## src/design/kst_pkg.sv

```systemverilog
// kst_pkg: shared types and constants for the keyed slot table.
// Depends on nothing; imported by every module of the block but kst_ram.
package kst_pkg;

  localparam int KEY_W  = 40;   // one key half
  localparam int POS_W  = 4;    // row / col field
  localparam int SIZE_W = 5;    // size registers
  localparam int STAT_W = 2;
  localparam int CFG_IDX_W = 1;

  localparam int DEF_MAX_ROWS = 16;
  localparam int DEF_MAX_COLS = 16;

  localparam logic [SIZE_W-1:0] SIZE_RST = 5'd16;

  // register indexes
  localparam logic [CFG_IDX_W-1:0] REG_ROWS = 1'b0;
  localparam logic [CFG_IDX_W-1:0] REG_COLS = 1'b1;

  // actions
  localparam logic ACT_INSERT = 1'b0;
  localparam logic ACT_REMOVE = 1'b1;

  // result status codes
  localparam logic [STAT_W-1:0] ST_OK        = 2'd0;
  localparam logic [STAT_W-1:0] ST_OCCUPIED  = 2'd1;
  localparam logic [STAT_W-1:0] ST_NOT_FOUND = 2'd2;
  localparam logic [STAT_W-1:0] ST_INVALID   = 2'd3;

  // controller -> datapath
  typedef struct packed {
    logic              load;       // capture input beat, rewind scan
    logic              clr_step;   // clear one slot of the table
    logic              ins_rd;     // read slot at insert position
    logic              ins_write;  // store key, mark slot
    logic              scan_issue; // read slot at scan position, advance
    logic              scan_free;  // free slot of the pending compare
    logic              set_res;    // stage a result
    logic [STAT_W-1:0] res_code;
    logic              res_occ;    // staged result carries read key
    logic              push;       // staged result -> output register
  } kst_cmd_t;

  // datapath -> controller
  typedef struct packed {
    logic is_remove;
    logic pos_ok;
    logic scan_empty;
    logic scan_last;
    logic slot_taken;
    logic key_match;
    logic clr_last;
  } kst_sts_t;

endpackage

```

## src/design/kst_ctrl.sv

```systemverilog
// kst_ctrl: controller state machine of the keyed slot table.
// Uses kst_pkg; drives kst_dp through kst_cmd_t, reads kst_sts_t.
module kst_ctrl import kst_pkg::*; (
  input  logic     clk,
  input  logic     rst_n,
  input  logic     in_valid,
  output logic     in_ready,
  output logic     out_valid,
  input  logic     out_ready,
  output kst_cmd_t cmd,
  input  kst_sts_t sts
);

  localparam logic [2:0] S_CLEAR   = 3'd0;
  localparam logic [2:0] S_IDLE    = 3'd1;
  localparam logic [2:0] S_DEC     = 3'd2;
  localparam logic [2:0] S_INS_CHK = 3'd3;
  localparam logic [2:0] S_SCAN    = 3'd4;
  localparam logic [2:0] S_TAIL    = 3'd5;
  localparam logic [2:0] S_FIN     = 3'd6;

  logic [2:0] state_r, state_nxt;
  logic       pend_r, pend_nxt;       // scan compare in flight
  logic       out_valid_r, out_valid_nxt;

  always_comb begin
    state_nxt     = state_r;
    pend_nxt      = 1'b0;
    out_valid_nxt = out_valid_r && !out_ready;
    cmd           = '0;
    in_ready      = 1'b0;
    case (state_r)
      S_CLEAR: begin
        cmd.clr_step = 1'b1;
        if (sts.clr_last) begin
          state_nxt = S_IDLE;
        end
      end
      S_IDLE: begin
        in_ready = 1'b1;
        if (in_valid) begin
          cmd.load  = 1'b1;
          state_nxt = S_DEC;
        end
      end
      S_DEC: begin
        if (sts.is_remove) begin
          if (sts.scan_empty) begin
            cmd.set_res  = 1'b1;
            cmd.res_code = ST_NOT_FOUND;
            state_nxt    = S_FIN;
          end else begin
            state_nxt = S_SCAN;
          end
        end else if (!sts.pos_ok) begin
          cmd.set_res  = 1'b1;
          cmd.res_code = ST_INVALID;
          state_nxt    = S_FIN;
        end else begin
          cmd.ins_rd = 1'b1;
          state_nxt  = S_INS_CHK;
        end
      end
      S_INS_CHK: begin
        cmd.set_res = 1'b1;
        if (sts.slot_taken) begin
          cmd.res_code = ST_OCCUPIED;
          cmd.res_occ  = 1'b1;
        end else begin
          cmd.ins_write = 1'b1;
          cmd.res_code  = ST_OK;
        end
        state_nxt = S_FIN;
      end
      S_SCAN: begin
        if (pend_r && sts.key_match) begin
          cmd.scan_free = 1'b1;
          cmd.set_res   = 1'b1;
          cmd.res_code  = ST_OK;
          state_nxt     = S_FIN;
        end else begin
          cmd.scan_issue = 1'b1;
          pend_nxt       = 1'b1;
          if (sts.scan_last) begin
            state_nxt = S_TAIL;
          end
        end
      end
      S_TAIL: begin
        cmd.set_res = 1'b1;
        if (sts.key_match) begin
          cmd.scan_free = 1'b1;
          cmd.res_code  = ST_OK;
        end else begin
          cmd.res_code = ST_NOT_FOUND;
        end
        state_nxt = S_FIN;
      end
      S_FIN: begin
        if (!out_valid_r || out_ready) begin
          cmd.push      = 1'b1;
          out_valid_nxt = 1'b1;
          state_nxt     = S_IDLE;
        end
      end
      default: begin
        state_nxt = S_IDLE;
      end
    endcase
  end

  always_ff @(posedge clk) begin
    if (!rst_n) begin
      state_r     <= S_CLEAR;
      pend_r      <= 1'b0;
      out_valid_r <= 1'b0;
    end else begin
      state_r     <= state_nxt;
      pend_r      <= pend_nxt;
      out_valid_r <= out_valid_nxt;
    end
  end

  assign out_valid = out_valid_r;

endmodule

```

## config.mk

```make
export PLATFORM = sky130hd
export DESIGN_NAME = kst_ctrl
export DESIGN_NICKNAME = d
export VERILOG_FILES = /design/src/design/kst_pkg.sv /design/src/design/kst_ctrl.sv
export SDC_FILE = /design/constraint.sdc
export NUM_CORES = 1
export LEC_CHECK = 0
export BUFFER_PORTS_ARGS = -buffer_cell sky130_fd_sc_hd__buf_2
export CAP_MARGIN = 20
export CORE_AREA = 2 2 39 41
export CTS_BUF_LIST = sky130_fd_sc_hd__clkbuf_8 sky130_fd_sc_hd__clkbuf_16
export CTS_CLUSTER_DIAMETER = 80
export DETAILED_ROUTE_END_ITERATION = 8
export DIE_AREA = 0 0 41 43
export GPL_TIMING_DRIVEN = 0
export PLACE_DENSITY_LB_ADDON = 0.25
export SLEW_MARGIN = 40
export SYNTH_ARGS = -nofsm -noshare
export SYNTH_HDL_FRONTEND = slang
export SYNTH_SLANG_ARGS = --single-unit
```

## constraint.sdc

```tcl
create_clock -name clk -period 1.4 [get_ports clk]
set_input_delay 0.07 -clock clk [delete_from_list [all_inputs] [get_ports clk]]
set_output_delay 0.07 -clock clk [all_outputs]
set_load 0.005 [all_outputs]
```

After elaboration in Yosys (flattened, before gate mapping)
Index checks and enable logic that the tools add are counted.
W data, S select, Z words.
{ "word_totals": {"register_bits": 5, "in_bits": 11, "out_inout_bits": 13, "ramBits": 0, "mem_count": 0, "romBits": 0, "elab_cells": 56, "latchBits": 0} }
{ "op_classes": {"n_mul": 0, "mux": 35, "shifts": 0, "addsub": 0, "div": 0, "n_eq_ne": 10, "n_reduce_logical": 8, "order_cmp": 0, "bitwise": 0} }
{ "op_table": {"columns": ["cell", "count"], "rows": [
  ["$mux W3", 10],
  ["$mux W1", 19],
  ["$pmux W3 S6", 1],
  ["$pmux W3 S4", 1],
  ["$eq A3 B3 Y1 const B", 3],
  ["$eq A3 B2 Y1 const B", 2],
  ["$ne A2 B2 Y1 const B", 3],
  ["$mux W2", 2],
  ["$mux W4", 1],
  ["$reduce_and A4 Y1", 1],
  ["$eq A3 B1 Y1 const B", 1],
  ["$logic_not A3 Y1", 1],
  ["$ne A3 B3 Y1 const B", 1],
  ["$logic_and A1 B1 Y1", 2],
  ["$logic_not A1 Y1", 2],
  ["$pmux W1 S2", 1],
  ["$reduce_or A2 Y1", 1],
  ["$logic_or A1 B1 Y1", 1]
]} }

Logic depth before layout (Yosys ltp)
{ "logic_depth": {"depth_word": 4, "depth_mapped": 5} }

Worst setup path before layout
OpenSTA, ideal clock, no wires.
{ "synth_timing": {"path_type": "register -> register", "startpoint": "register state_r[2]", "endpoint": "register state_r[1]", "path_stages_with_launch": 6, "t_arrival_ns": 1.192, "setup_slack_ns": 0.076, "synth_period_minus_slack_ns": 1.324, "setup_time_ns": 0.132, "n_path_buf": 1, "required_ns": 1.268, "cell_sequence": "dfxtp_1 buf_6 nor3b_1 or2b_1 a31oi_1 a311oi_1"} }
{ "synth_via": {"elab_chain_len": 3, "word_cells_on_any_way": 14} }
{ "synth_lines": {"columns": ["item", "line_no", "source"], "rows": [
  ["from (decl)", "kst_ctrl.sv:22", "logic [2:0] state_r, state_nxt;"],
  ["from (signal assigned)", "kst_ctrl.sv:118", "state_r <= state_nxt;"],
  ["$eq A3 B3 Y1, or another cell as far along", "kst_ctrl.sv:32", "case (state_r)"],
  ["$reduce_or A2 Y1 (no source line), or another cell as far along", null, null],
  ["$pmux W3 S6 / $reduce_and A4 Y1 (equally long branches)", null, null]
]} }
Several ways; a longest one is shown, not always the timed one.
A chain may end at the register's enable or synchronous reset.

==> results.sh <==
export IMPL_status="finished, violations left"
export IMPL_violations="setup timing"
export IMPL_post_synth_arst_share=0
export IMPL_multiInputGateArea_sq_um=344
export IMPL_post_synth_inst_count=62
export IMPL_area_growth_syn_to_layout_pct=58.5
export IMPL_comb_power_share=0.626
export IMPL_synth_most_common_cell="sky130_fd_sc_hd__nor2_1"
export IMPL_htree_num_levels=1
export IMPL_timing_hold_violations_final=0
export IMPL_final_net_count=107
export IMPL_cp_top_family="simple AND/OR/NAND/NOR gates"
export IMPL_finalCritPeriodShare=1.05
export IMPL_ctsLongestPathBuffers=2
export IMPL_cts_sink_count=5
export IMPL_maximum_clock_frequency_mhz=682
export IMPL_final_critical_path_setup_slack_ps=-66.3
export IMPL_total_power_uw=1300
export IMPL_ioPinCount=24
export IMPL_synth_net_count=73
export IMPL_clock_latency_ps=220
export IMPL_drt_drc_violations_left=0
export IMPL_rsz0062_at_grt="true"
export IMPL_critPathMaxFanout=5
export IMPL_critical_path_slowest_cell="sky130_fd_sc_hd__or3_4"
export IMPL_synth_edf_count=0
export IMPL_num_vias=543
export IMPL_synth_area_per_cell_sq_um=7.35
export IMPL_hold_worst_slack_ps=81.4
export IMPL_gr_usage_all_layers=0.165
export IMPL_clockPowerShare=0.202
export IMPL_seqPwrFrac=0.172
export IMPL_timing_max_slew_rel_slack=0.758
export IMPL_cts_buffers=3
export IMPL_pin_count_of_the_biggest_net_entering_global_routing=11
export IMPL_finalCoreUtilization=0.522
export IMPL_drt_pre_antenna_iters=3
export IMPL_routability_congestion_estimate_from_global_placement=0.729
export IMPL_synth_top_cells_by_area="sky130_fd_sc_hd__dfxtp_1 (22%), sky130_fd_sc_hd__nor2b_1 (6.9%), sky130_fd_sc_hd__nor2_1 (6.6%)"
export IMPL_cts_tree="yes"
export IMPL_yosys_most_used_dff="sky130_fd_sc_hd__dfxtp_1"
export IMPL_post_cts_hold_buffer_count=0
export IMPL_synth_lib_cells_used_distinct=30
export IMPL_regToRegSetupSlack_ps=20
export IMPL_grt_first_pass_wirelength_um=1990
export IMPL_vias_in_the_first_global_route=515
export IMPL_dr_first_iter_drc_count=4
export IMPL_worst_slew_pin_slew_ps=362
export IMPL_critical_path_startpoint_type="flip-flop"
export IMPL_crit_type="reg -> out"
export IMPL_seq_total_area_yosys=0.220
export IMPL_drt_wl_total_um=1200
export IMPL_final_period_minus_worst_setup_slack_ps=1470
export IMPL_final_fill_count=139
export IMPL_ant_nets=0
export IMPL_fin_setup_tns_ps=-66.3
export IMPL_synth_top_cells_by_count="sky130_fd_sc_hd__nor2_1 (8), sky130_fd_sc_hd__a21oi_1 (5), sky130_fd_sc_hd__dfxtp_1 (5), sky130_fd_sc_hd__nand2_1 (5), sky130_fd_sc_hd__nor2b_1 (5)"
export IMPL_cpPeakStageDelay_ps=360
export IMPL_number_of_antenna_violations_at_the_first_check_in_global_routing=0
export IMPL_post_dp_hpwl_um=850
export IMPL_grt_remaining_overflow=0
export IMPL_placement_rows=14
export IMPL_vias_per_cell=4.89
export IMPL_hp_class="in -> reg"
export IMPL_area_occupied_by_registers_sq_um=103
export IMPL_cap_viol_max_count=0
export IMPL_end_kind="output pin"
export IMPL_critPathBufInv=2
export IMPL_internal_power_uw=815
export IMPL_synth_largest_area_cell="sky130_fd_sc_hd__dfxtp_1"
export IMPL_power_switching_uw=486
export IMPL_yosys_warnings=0
export IMPL_worst_ep_arrival_time_ps=1400
export IMPL_num_antenna_cells=0
export IMPL_portBuffers=23
export IMPL_core_area_sq_um=1380
export IMPL_synthesized_cell_area_sq_um=455
export IMPL_leakage_uw=0.000376
export IMPL_fp_dieH_um=43
export IMPL_synth_largest_type_area_fraction=0.220
export IMPL_setup_viol=1
export IMPL_peakVddDrop_mv=0.890
export IMPL_worst_endpoint_required_ps=1330
export IMPL_start_util=0.329
export IMPL_post_drt_wl_per_cell_um=10.8
export IMPL_timing_clock_skew_ps=3.07
export IMPL_chipWidth_um=41
export IMPL_die_area_sq_um=1760
export IMPL_clkTransAtPathRegs_ps=40
export IMPL_ratio_of_cells_with_drive_above_1_in_the_final_layout=0.516
export IMPL_synth_seq_cells=5
export IMPL_power_switching_share=0.374
export IMPL_slew_viol_final=0
export IMPL_crit_chain="buf_6 -> nand2b_4 -> or3_4 -> o211ai_1 -> buf_2"
export IMPL_cts_root_buf="sky130_fd_sc_hd__clkbuf_8"
export IMPL_power_density_of_the_placed_cells_nw_per_um2=1800
-- layout make-up --
type / count / share of cell area
Buffer: 5 / 0.0641
Clock buffer: 3 / 0.0572
Clock inverter: 1 / 0.00520
Inverter: 1 / 0.00520
Multi-Input combinational cell: 51 / 0.477
Sequential cell: 5 / 0.142
Tap cell: 16 / 0.0277
Timing Repair Buffer: 29 / 0.222
-- power by group through the flow --
stage | sequential [uW] | clock (uW) | combinational, uW
floorplan | 215 | 0 | 456
global placement | 219 | 0 | 635
detailed placement | 220 | 0 | 633
CTS | 224 | 268 | 728
global route | 229 | 276 | 911
finish | 224 | 263 | 815
-- per-stage QoR --
stage,instance area [sq um],worst slack [ps],cells
after global routing,722,-110,111
after floorplan,455,76.2,62
after CTS,684,-69.9,108
after detailed placement,591,22.4,101
final,722,-66.3,111
after global placement,591,15.0,101
-- routing by layer --
metal,track usage,vias up,wire (um)
li1,-,285,-
met1,0.199,240,534
met2,0.253,18,568
met3,0.0942,0,92
met4,0.0200,0,0
met5,0,-,0
-- state kept, by name, indices dropped and copies added (netlist names) --
signal,count
state_r,3
out_valid,1
pend_r,1
-- final timing paths --
path         startpoint          to  depth (start not counted)
max          state_r[2]      cmd[4]                          5
min               rst_n  state_r[0]                          3
max reg2reg  state_r[2]  state_r[2]                          6
min reg2reg   out_valid   out_valid                          3
-- worst register-to-register path, cell delays in order (launching register included) --
cell                       delay (ps)
sky130_fd_sc_hd__dfxtp_2          320
sky130_fd_sc_hd__buf_6            110
sky130_fd_sc_hd__buf_4            140
sky130_fd_sc_hd__and4b_1          220
sky130_fd_sc_hd__o21bai_2         100
sky130_fd_sc_hd__buf_4            150
sky130_fd_sc_hd__a311oi_2         250
-- placed cells by master, fill, tap and decap left out, drive strengths merged, types with 2 or more instances in the layout --
master and count:
a21oi 5, clkbuf 4, nor2b 5, nand2 5, o21ai 2, nor2 8
nand2b 3, inv 2, nor3 4, nor3b 2, and2 2, buf 33
dfxtp 5, a311oi 2
-- timing repair --
| action | 4_1_cts | 5_1_grt |
|---|---|---|
| endpoints found under the hold margin | 0 | 0 |
| endpoints found under the setup margin | 4 | 10 |
| setup buffers | 3 | 3 |
| pin swaps | 1 | 2 |
| gates resized for setup | 7 | 5 |
-- cells by family after synthesis --
kind of cell | synth area share
buffers and inverters | 0.0934
AO/OA/AOI/OAI | 0.223
flip-flops | 0.220
AND/OR/NAND/NOR | 0.464
Note: power is estimated with default switching activity, not from simulation.
